[src/rtl/md5_pkg.sv]
package md5_pkg;

  typedef enum logic [2:0] {
    ST_IDLE,
    ST_ROUND,
    ST_FOLD,
    ST_PAD,
    ST_EMIT
  } state_t;

  localparam logic [31:0] IV_A = 32'h67452301;
  localparam logic [31:0] IV_B = 32'hEFCDAB89;
  localparam logic [31:0] IV_C = 32'h98BADCFE;
  localparam logic [31:0] IV_D = 32'h10325476;
  localparam logic [7:0]  PAD_MARK = 8'h80;
  localparam logic [5:0]  LEN_SLOT = 6'd56;

  function automatic logic [31:0] round_add(input logic [5:0] r);
    logic [31:0] k;
    case (r)
      6'd0: k = 32'hD76AA478;  6'd1: k = 32'hE8C7B756;  6'd2: k = 32'h242070DB;
      6'd3: k = 32'hC1BDCEEE;  6'd4: k = 32'hF57C0FAF;  6'd5: k = 32'h4787C62A;
      6'd6: k = 32'hA8304613;  6'd7: k = 32'hFD469501;  6'd8: k = 32'h698098D8;
      6'd9: k = 32'h8B44F7AF;  6'd10: k = 32'hFFFF5BB1; 6'd11: k = 32'h895CD7BE;
      6'd12: k = 32'h6B901122; 6'd13: k = 32'hFD987193; 6'd14: k = 32'hA679438E;
      6'd15: k = 32'h49B40821; 6'd16: k = 32'hF61E2562; 6'd17: k = 32'hC040B340;
      6'd18: k = 32'h265E5A51; 6'd19: k = 32'hE9B6C7AA; 6'd20: k = 32'hD62F105D;
      6'd21: k = 32'h02441453; 6'd22: k = 32'hD8A1E681; 6'd23: k = 32'hE7D3FBC8;
      6'd24: k = 32'h21E1CDE6; 6'd25: k = 32'hC33707D6; 6'd26: k = 32'hF4D50D87;
      6'd27: k = 32'h455A14ED; 6'd28: k = 32'hA9E3E905; 6'd29: k = 32'hFCEFA3F8;
      6'd30: k = 32'h676F02D9; 6'd31: k = 32'h8D2A4C8A; 6'd32: k = 32'hFFFA3942;
      6'd33: k = 32'h8771F681; 6'd34: k = 32'h6D9D6122; 6'd35: k = 32'hFDE5380C;
      6'd36: k = 32'hA4BEEA44; 6'd37: k = 32'h4BDECFA9; 6'd38: k = 32'hF6BB4B60;
      6'd39: k = 32'hBEBFBC70; 6'd40: k = 32'h289B7EC6; 6'd41: k = 32'hEAA127FA;
      6'd42: k = 32'hD4EF3085; 6'd43: k = 32'h04881D05; 6'd44: k = 32'hD9D4D039;
      6'd45: k = 32'hE6DB99E5; 6'd46: k = 32'h1FA27CF8; 6'd47: k = 32'hC4AC5665;
      6'd48: k = 32'hF4292244; 6'd49: k = 32'h432AFF97; 6'd50: k = 32'hAB9423A7;
      6'd51: k = 32'hFC93A039; 6'd52: k = 32'h655B59C3; 6'd53: k = 32'h8F0CCC92;
      6'd54: k = 32'hFFEFF47D; 6'd55: k = 32'h85845DD1; 6'd56: k = 32'h6FA87E4F;
      6'd57: k = 32'hFE2CE6E0; 6'd58: k = 32'hA3014314; 6'd59: k = 32'h4E0811A1;
      6'd60: k = 32'hF7537E82; 6'd61: k = 32'hBD3AF235; 6'd62: k = 32'h2AD7D2BB;
      default: k = 32'hEB86D391;
    endcase
    return k;
  endfunction

  function automatic logic [4:0] round_rot(input logic [5:0] r);
    logic [4:0] s;
    case ({r[5:4], r[1:0]})
      4'd0: s = 5'd7;   4'd1: s = 5'd12;  4'd2: s = 5'd17;  4'd3: s = 5'd22;
      4'd4: s = 5'd5;   4'd5: s = 5'd9;   4'd6: s = 5'd14;  4'd7: s = 5'd20;
      4'd8: s = 5'd4;   4'd9: s = 5'd11;  4'd10: s = 5'd16; 4'd11: s = 5'd23;
      4'd12: s = 5'd6;  4'd13: s = 5'd10; 4'd14: s = 5'd15; default: s = 5'd21;
    endcase
    return s;
  endfunction

endpackage

[src/rtl/md5_digest_engine.sv]
// MD5 digest engine.
// Slave channel: one word per item; tdata[7:0] is the message byte, tuser[0]
// says the byte is present, tlast ends the message after that byte.
// Master channel: four digest words per message, tdata = digest_word,
// tuser = word_index, tlast on the fourth word.
// A word that carries no end and does not complete a 64-byte block is taken
// every cycle. A byte that completes a block holds the input while the 64
// rounds and the fold run; the next word is taken once the block is idle again.
// At end of message the block writes the padding into the buffer one byte a
// cycle, from the marker position to the end of the block, then runs the
// rounds and the fold. A marker past byte 55, or a final byte that fills
// the block, adds one more block of padding, rounds and fold.
// The block accepts no item until the fourth digest word has been taken, and
// a stalled receiver holds the current word. Round speed is set by the single
// adder/rotate chain that computes one MD5 step per cycle.
// Reset (rst, synchronous) loads the standard initial chaining words,
// clears the length and returns to idle; buffer contents are not cleared.
module md5_digest_engine
  import md5_pkg::*;
(
  input  logic        clk,
  input  logic        rst,
  input  logic        s_tvalid,
  output logic        s_tready,
  input  logic [7:0]  s_tdata,   // [7:0] data_byte
  input  logic        s_tuser,   // [0] byte_present
  input  logic        s_tlast,   // end_of_message
  output logic        m_tvalid,
  input  logic        m_tready,
  output logic [31:0] m_tdata,   // [31:0] digest_word
  output logic [1:0]  m_tuser,   // [1:0] word_index
  output logic        m_tlast    // last_word
);

  state_t state, state_next;

  logic [31:0] buf_mem [16];   // block buffer, sixteen little-endian words
  logic [31:0] ha, hb, hc, hd; // chaining words
  logic [31:0] ra, rb, rc, rd; // working words
  logic [63:0] byte_total;
  logic [5:0]  rnd;            // round count
  logic [5:0]  pad_ptr;        // padding write pointer
  logic        pad_len;        // block being padded carries the length field
  logic        marked;         // 0x80 already placed
  logic        fin;            // current compression is part of finishing
  logic [1:0]  widx;

  // Accepted item
  logic acc;
  assign s_tready = (state == ST_IDLE);
  assign acc = s_tvalid && s_tready;

  // Round unit
  logic [31:0] f, sum, rot, mword;
  logic [3:0]  g;
  logic [4:0]  sh;

  always_comb begin
    case (rnd[5:4])
      2'd0: begin f = (rb & rc) | (~rb & rd); g = rnd[3:0]; end
      2'd1: begin f = (rd & rb) | (~rd & rc); g = 4'(5 * rnd[3:0] + 1); end
      2'd2: begin f = rb ^ rc ^ rd;           g = 4'(3 * rnd[3:0] + 5); end
      default: begin f = rc ^ (rb | ~rd);     g = 4'(7 * rnd[3:0]); end
    endcase
  end

  assign mword = buf_mem[g];
  assign sh    = round_rot(rnd);
  assign sum   = ra + f + round_add(rnd) + mword;
  assign rot   = (sum << sh) | (sum >> (6'd32 - {1'b0, sh}));

  logic [5:0] fill;
  logic [5:0] pad_start;
  assign fill = byte_total[5:0];
  // first pad position after the final byte
  assign pad_start = s_tuser ? fill + 6'd1 : fill;

  // Padding byte for pad_ptr: marker first, then zeros, length at the tail
  logic [63:0] bits;
  logic [7:0]  pad_byte;
  assign bits = {byte_total[60:0], 3'b000};
  always_comb begin
    if (!marked)
      pad_byte = PAD_MARK;
    else if (pad_len && pad_ptr >= LEN_SLOT)
      pad_byte = bits[{pad_ptr[2:0], 3'b000} +: 8];
    else
      pad_byte = 8'h00;
  end

  always_comb begin
    state_next = state;
    case (state)
      ST_IDLE: if (acc) begin
        if (s_tuser && fill == 6'd63) state_next = ST_ROUND;
        else if (s_tlast)             state_next = ST_PAD;
      end
      ST_ROUND: if (rnd == 6'd63) state_next = ST_FOLD;
      ST_FOLD: begin
        if (!fin)                   state_next = ST_IDLE;
        else if (marked && pad_len) state_next = ST_EMIT;
        else                        state_next = ST_PAD;
      end
      ST_PAD: if (pad_ptr == 6'd63) state_next = ST_ROUND;
      ST_EMIT: if (m_tready && widx == 2'd3) state_next = ST_IDLE;
      default: state_next = ST_IDLE;
    endcase
  end

  always_ff @(posedge clk) begin
    if (rst) state <= ST_IDLE;
    else     state <= state_next;
  end

  // Buffer writes
  always_ff @(posedge clk) begin
    if (acc && s_tuser)
      buf_mem[fill[5:2]][{fill[1:0], 3'b000} +: 8] <= s_tdata;
    else if (state == ST_PAD)
      buf_mem[pad_ptr[5:2]][{pad_ptr[1:0], 3'b000} +: 8] <= pad_byte;
  end

  always_ff @(posedge clk) begin
    if (rst) begin
      ha <= IV_A; hb <= IV_B; hc <= IV_C; hd <= IV_D;
      byte_total <= '0;
      rnd <= '0; pad_ptr <= '0; pad_len <= 1'b0; fin <= 1'b0; widx <= '0;
      marked <= 1'b0;
    end else begin
      case (state)
        ST_IDLE: if (acc) begin
          fin <= s_tlast;
          if (s_tuser) byte_total <= byte_total + 64'd1;
          ra <= ha; rb <= hb; rc <= hc; rd <= hd;
          rnd <= '0;
          pad_ptr <= pad_start;
          // length fits behind the marker in this block
          pad_len <= (pad_start < LEN_SLOT);
          marked <= 1'b0;
        end
        ST_ROUND: begin
          ra <= rd; rd <= rc; rc <= rb; rb <= rb + rot;
          rnd <= rnd + 6'd1;
        end
        ST_FOLD: begin
          ha <= ha + ra; hb <= hb + rb; hc <= hc + rc; hd <= hd + rd;
          ra <= ha + ra; rb <= hb + rb; rc <= hc + rc; rd <= hd + rd;
          widx <= '0;
          // marker filled the block: the next block carries the length
          if (fin && marked && !pad_len) pad_len <= 1'b1;
        end
        ST_PAD: begin
          if (pad_ptr == 6'd63) begin
            rnd <= '0;
            ra <= ha; rb <= hb; rc <= hc; rd <= hd;
          end
          marked <= 1'b1;
          pad_ptr <= pad_ptr + 6'd1;
        end
        ST_EMIT: if (m_tready) begin
          widx <= widx + 2'd1;
          if (widx == 2'd3) begin
            ha <= IV_A; hb <= IV_B; hc <= IV_C; hd <= IV_D;
            byte_total <= '0;
            fin <= 1'b0;
          end
        end
        default: ;
      endcase
    end
  end

  logic [31:0] out_word;
  always_comb begin
    case (widx)
      2'd0: out_word = ha;
      2'd1: out_word = hb;
      2'd2: out_word = hc;
      default: out_word = hd;
    endcase
  end

  assign m_tvalid = (state == ST_EMIT);
  assign m_tdata  = out_word;
  assign m_tuser  = widx;
  assign m_tlast  = (widx == 2'd3);

endmodule
[config.mk]
export PLATFORM = sky130hd
export DESIGN_NAME = md5_digest_engine
export DESIGN_NICKNAME = d
export VERILOG_FILES = /design/src/rtl/md5_pkg.sv /design/src/rtl/md5_digest_engine.sv
export SDC_FILE = /design/constraint.sdc
export NUM_CORES = 2
export LEC_CHECK = 0
export ABC_AREA = 0
export BUFFER_PORTS_ARGS = -buffer_cell sky130_fd_sc_hd__buf_2
export CAP_MARGIN = 20
export CELL_PAD_IN_SITES_DETAIL_PLACEMENT = 0
export CELL_PAD_IN_SITES_GLOBAL_PLACEMENT = 1
export CORE_AREA = 2 2 332 334
export CTS_CLUSTER_SIZE = 40
export DETAILED_ROUTE_END_ITERATION = 7
export DIE_AREA = 0 0 334 336
export GPL_TIMING_DRIVEN = 0
export PLACE_DENSITY = 0.91
export SYNTH_ARGS = -nofsm -noshare
export SYNTH_HDL_FRONTEND = slang
export SYNTH_SLANG_ARGS = --single-unit
[constraint.sdc]
create_clock -name clk -period 14.15 [get_ports clk]
set_input_delay 2.83 -clock clk [delete_from_list [all_inputs] [get_ports clk]]
set_output_delay 2.83 -clock clk [all_outputs]
set_load 0.05 [all_outputs]
==> results.yml <==
critical_path:
  critPathBufInv: 8
  arrival_ns: 14.14
  crit_path_max_incr_delay_ns: 0.98
  start_kind: "register"
  cp.depth: 42
  crit_slowest_cell: "o21ai_0"
  reg2reg_depth: 42
  path_delay_family: "compound AO/OA/AOI/OAI gates"
  path_class: "register to register"
  end_kind: "register"
  cp_max_fo: 10
  required_ns: 14.66
layout:
  area_growth_pct: 10.45
  nets: 6057
  fin_area_um2: 61830
  drive_above_1_share_pct: 8.953
synth:
  synth_area_leaders: "edfxtp_1 (34%), dfxtp_1 (8.8%), mux4_2 (6.6%), ha_1 (5.3%), a21oi_1 (4.6%)"
  ys.flop_type: "edfxtp_1"
  synth_compound_gate_area_share_pct: 19.05
  synthesis.area_um2: 55980
  synth-edff-count: 640
  syn_nets: 5871
  async_flop_share_pct: 0
  synth_adder_area_share_pct: 7.755
  yosys.area.top_type: "edfxtp_1"
  synth_cell_type_count: 95
  syn_avg_cell_area_um2: 10.08
  synth-xor-area-share_pct: 4.439
  synthCells: 5553
  netlist.area_leader.share_pct: 34.33
  synth_top_family_by_area: "compound AO/OA/AOI/OAI gates"
  synthMuxAreaShare_pct: 8.846
  yosys.area_share.simple_pct: 12.88
  synth_warnings: 0
  ys_seq_elements: 886
  seq_area_frac_synth_pct: 43.13
global_routing:
  grt_pass1_vias: 46919
  grt_pass1_wl_mm: 328.5
  overflow: 0
  antenna_found_initial: 10
  grt_util_all_layers_pct: 40.30
  grt_max_degree: 17
route:
  wirelength_mm: 233.3
  drc: 14
  num_vias: 50635
  drtIter0Drc: 8774
  drtPass1Iterations: 8
  drt-vias-per-instance: 6.997
  ant_nets: 0
  wl_per_cell_um: 32.24
placement:
  routabilityCongestion: 1.064
  dp_hpwl_mm: 171.2
  numPortBuffers: 50
  postPlaceCellArea_um2: 58400
clocking:
  holdBufCountCts: 0
  insertion_delay_ns: 0.74
  clockBufferDepth: 3
  cts_setup_buffers: 0
  htree_levels: 3
  cts_tree: "built"
  clock-root-buffer: "clkbuf_16"
  cts.sinks: 886
  clk_pin_slew_ns: 0.06
  cts_buffers: 94
status:
  violations: "design-rule violations"
  status: "finished, violations left"
sta:
  hold_violations: 0
  skew_ns: 0.07031
  fin_crit_ns: 13.63
  setup_viol: 0
  slew_headroom_pct: 4.345
  drv_slew: 0
  finalCritPeriodShare_pct: 96.33
  max_freq_ghz: 0.07337
  rsz0062_at_grt: "no"
  tightest_slew_ns: 1.420
die:
  fp.dieArea_um2: 112200
  fp-row-count: 121
  core-area_um2: 108400
  fp.dieW_um: 334
  die_h_um: 336
  start_util_pct: 51.64
  ioPinCount: 51
hold_path:
  hp-class: "register to register"
  whs_path_depth: 2
job:
  cap_viol_max_count: 0
sequential cells by signal, summed over array words and instances (netlist names), named ones only:
name / flops
rc: 32
hd: 32
fin: 1
pad_len: 1
byte_total: 61
hc: 32
m_tuser: 2
state: 3
sh: 5
ra: 32
hb: 32
ha: 32
rnd: 6
marked: 1
buf_mem: 512
pad_ptr: 6
rb: 32
rd: 32
placed cells by master (no fill, tap or decap), drive strengths merged, types with 24 or more instances in the layout:
cell type  Yosys  layout
a31oi         87      87
nor2         432     432
o22ai         35      35
a221oi        24      24
buf           67     144
o211ai        60      60
and3          38      38
a222oi        37      37
a22o          37      37
o21ai        295     295
mux2          24      24
or3           31      31
nand2        585     585
mux2i        101     101
o21a          36      36
mux4         163     163
xnor2        164     164
dfxtp        246     246
ha           235     235
clkbuf       272     413
a211oi        64      64
a21oi        519     519
a22oi         93      93
nand4         31      31
a21o          91      91
inv          232     234
xor2         111     111
nand3        102     102
fa            69      69
nor3         141     141
nor2b         50      50
a211o         25      25
o21bai        28      28
a221o         41      41
clkinv         5      32
nand2b        36      36
nor3b         48      48
edfxtp       640     640
or2           37      37
synthesized netlist by cell type (51+ instances only):
| library cell | count |
|---|---|
| mux4_2 | 163 |
| o211ai_1 | 60 |
| fa_1 | 69 |
| clkbuf_1 | 271 |
| xnor2_1 | 163 |
| edfxtp_1 | 640 |
| mux2i_1 | 101 |
| xor2_1 | 111 |
| ha_1 | 235 |
| o21ai_0 | 288 |
| a31oi_1 | 86 |
| nand2_1 | 585 |
| nor3_1 | 141 |
| buf_1 | 51 |
| a21oi_1 | 518 |
| inv_1 | 229 |
| nand3_1 | 102 |
| a21o_1 | 91 |
| dfxtp_1 | 246 |
| a211oi_1 | 63 |
| a22oi_1 | 93 |
| nor2_1 | 432 |
path summary, 6_finish.rpt:
| path | slack, ns | endpoint | from |
|---|---|---|---|
| setup reg to reg | 0.52 | rb[31]$_DFFE_PP_ | rnd[1]$_SDFFE_PP0P_ |
| hold / removal | 0.51 | hd[11]$_SDFFE_PP0P_ | hd[11]$_SDFFE_PP0P_ |
| setup / recovery | 0.52 | rb[31]$_DFFE_PP_ | rnd[1]$_SDFFE_PP0P_ |
| hold reg to reg | 0.51 | hd[11]$_SDFFE_PP0P_ | hd[11]$_SDFFE_PP0P_ |
repair_timing:
action,CTS,global route
endpoints found under the hold margin,0,0
gates cloned,0,0
resized for setup,10,29
setup endpoints to repair,7,9
worst reg2reg max path, delay by kind of cell (launching register included):
family	cells	cell delay, ns
compound gates	21	6.22
xor+xnor	2	0.44
buf+inv	8	2.37
mux	3	1.05
simple gates	3	0.38
flops	1	0.45
fa+ha+maj	5	2.54
final cells by class:
class | count | area (um2)
plain buffers | 339 | 1333
diodes | 4 | 10.01
fillers | 9199 | 46560
flip-flops and latches | 886 | 24140
well taps | 1414 | 1769
repair buffers | 90 | 735.7
multi-input cells | 4091 | 29690
clock inverters | 44 | 618.1
clock buffers | 132 | 2646
inverters | 237 | 889.6
stage by stage:
stage          setup WS (ns)  util (%)  std cells  hold WS, ns  TNS [ns]
4_1_cts              0.09197     56.92       7223       0.5001         0
3_5_place_dp         -0.7549     53.88       7047       0.4850    -2.085
3_3_place_gp          -6.624     53.51       7017       0.4698   -847.71
5_1_grt              0.01561     57.04       7234       0.5174         0
2_1_floorplan          1.218         -       5553       0.4550         0
6_report              0.5199     57.04       7237       0.5057         0
per-layer routing:
layer / global-route usage [%] / share of wire [%] / routed length (um)
met3: 11.14 / 14 / 32250
met1: 52.04 / 36 / 83150
met5: 0 / 0.065 / 152
met2: 58.97 / 42 / 98010
met4: 27.83 / 8.5 / 19760
cell families (layout without fill, tap and decap cells):
logic type / count (synthesis) / in the layout
xor gates and xnor gates: 278 / 278
other: 0 / 4
muxes: 288 / 288
buffers and inverters: 576 / 842
adders and majority gates: 306 / 306
DFF: 886 / 886
AOI/OAI and AO/OA: 1634 / 1634
and+or+nand+nor: 1585 / 1585
Power is not shown: default switching activity piles up to over one toggle a cycle in this logic, so the estimate is an artifact.
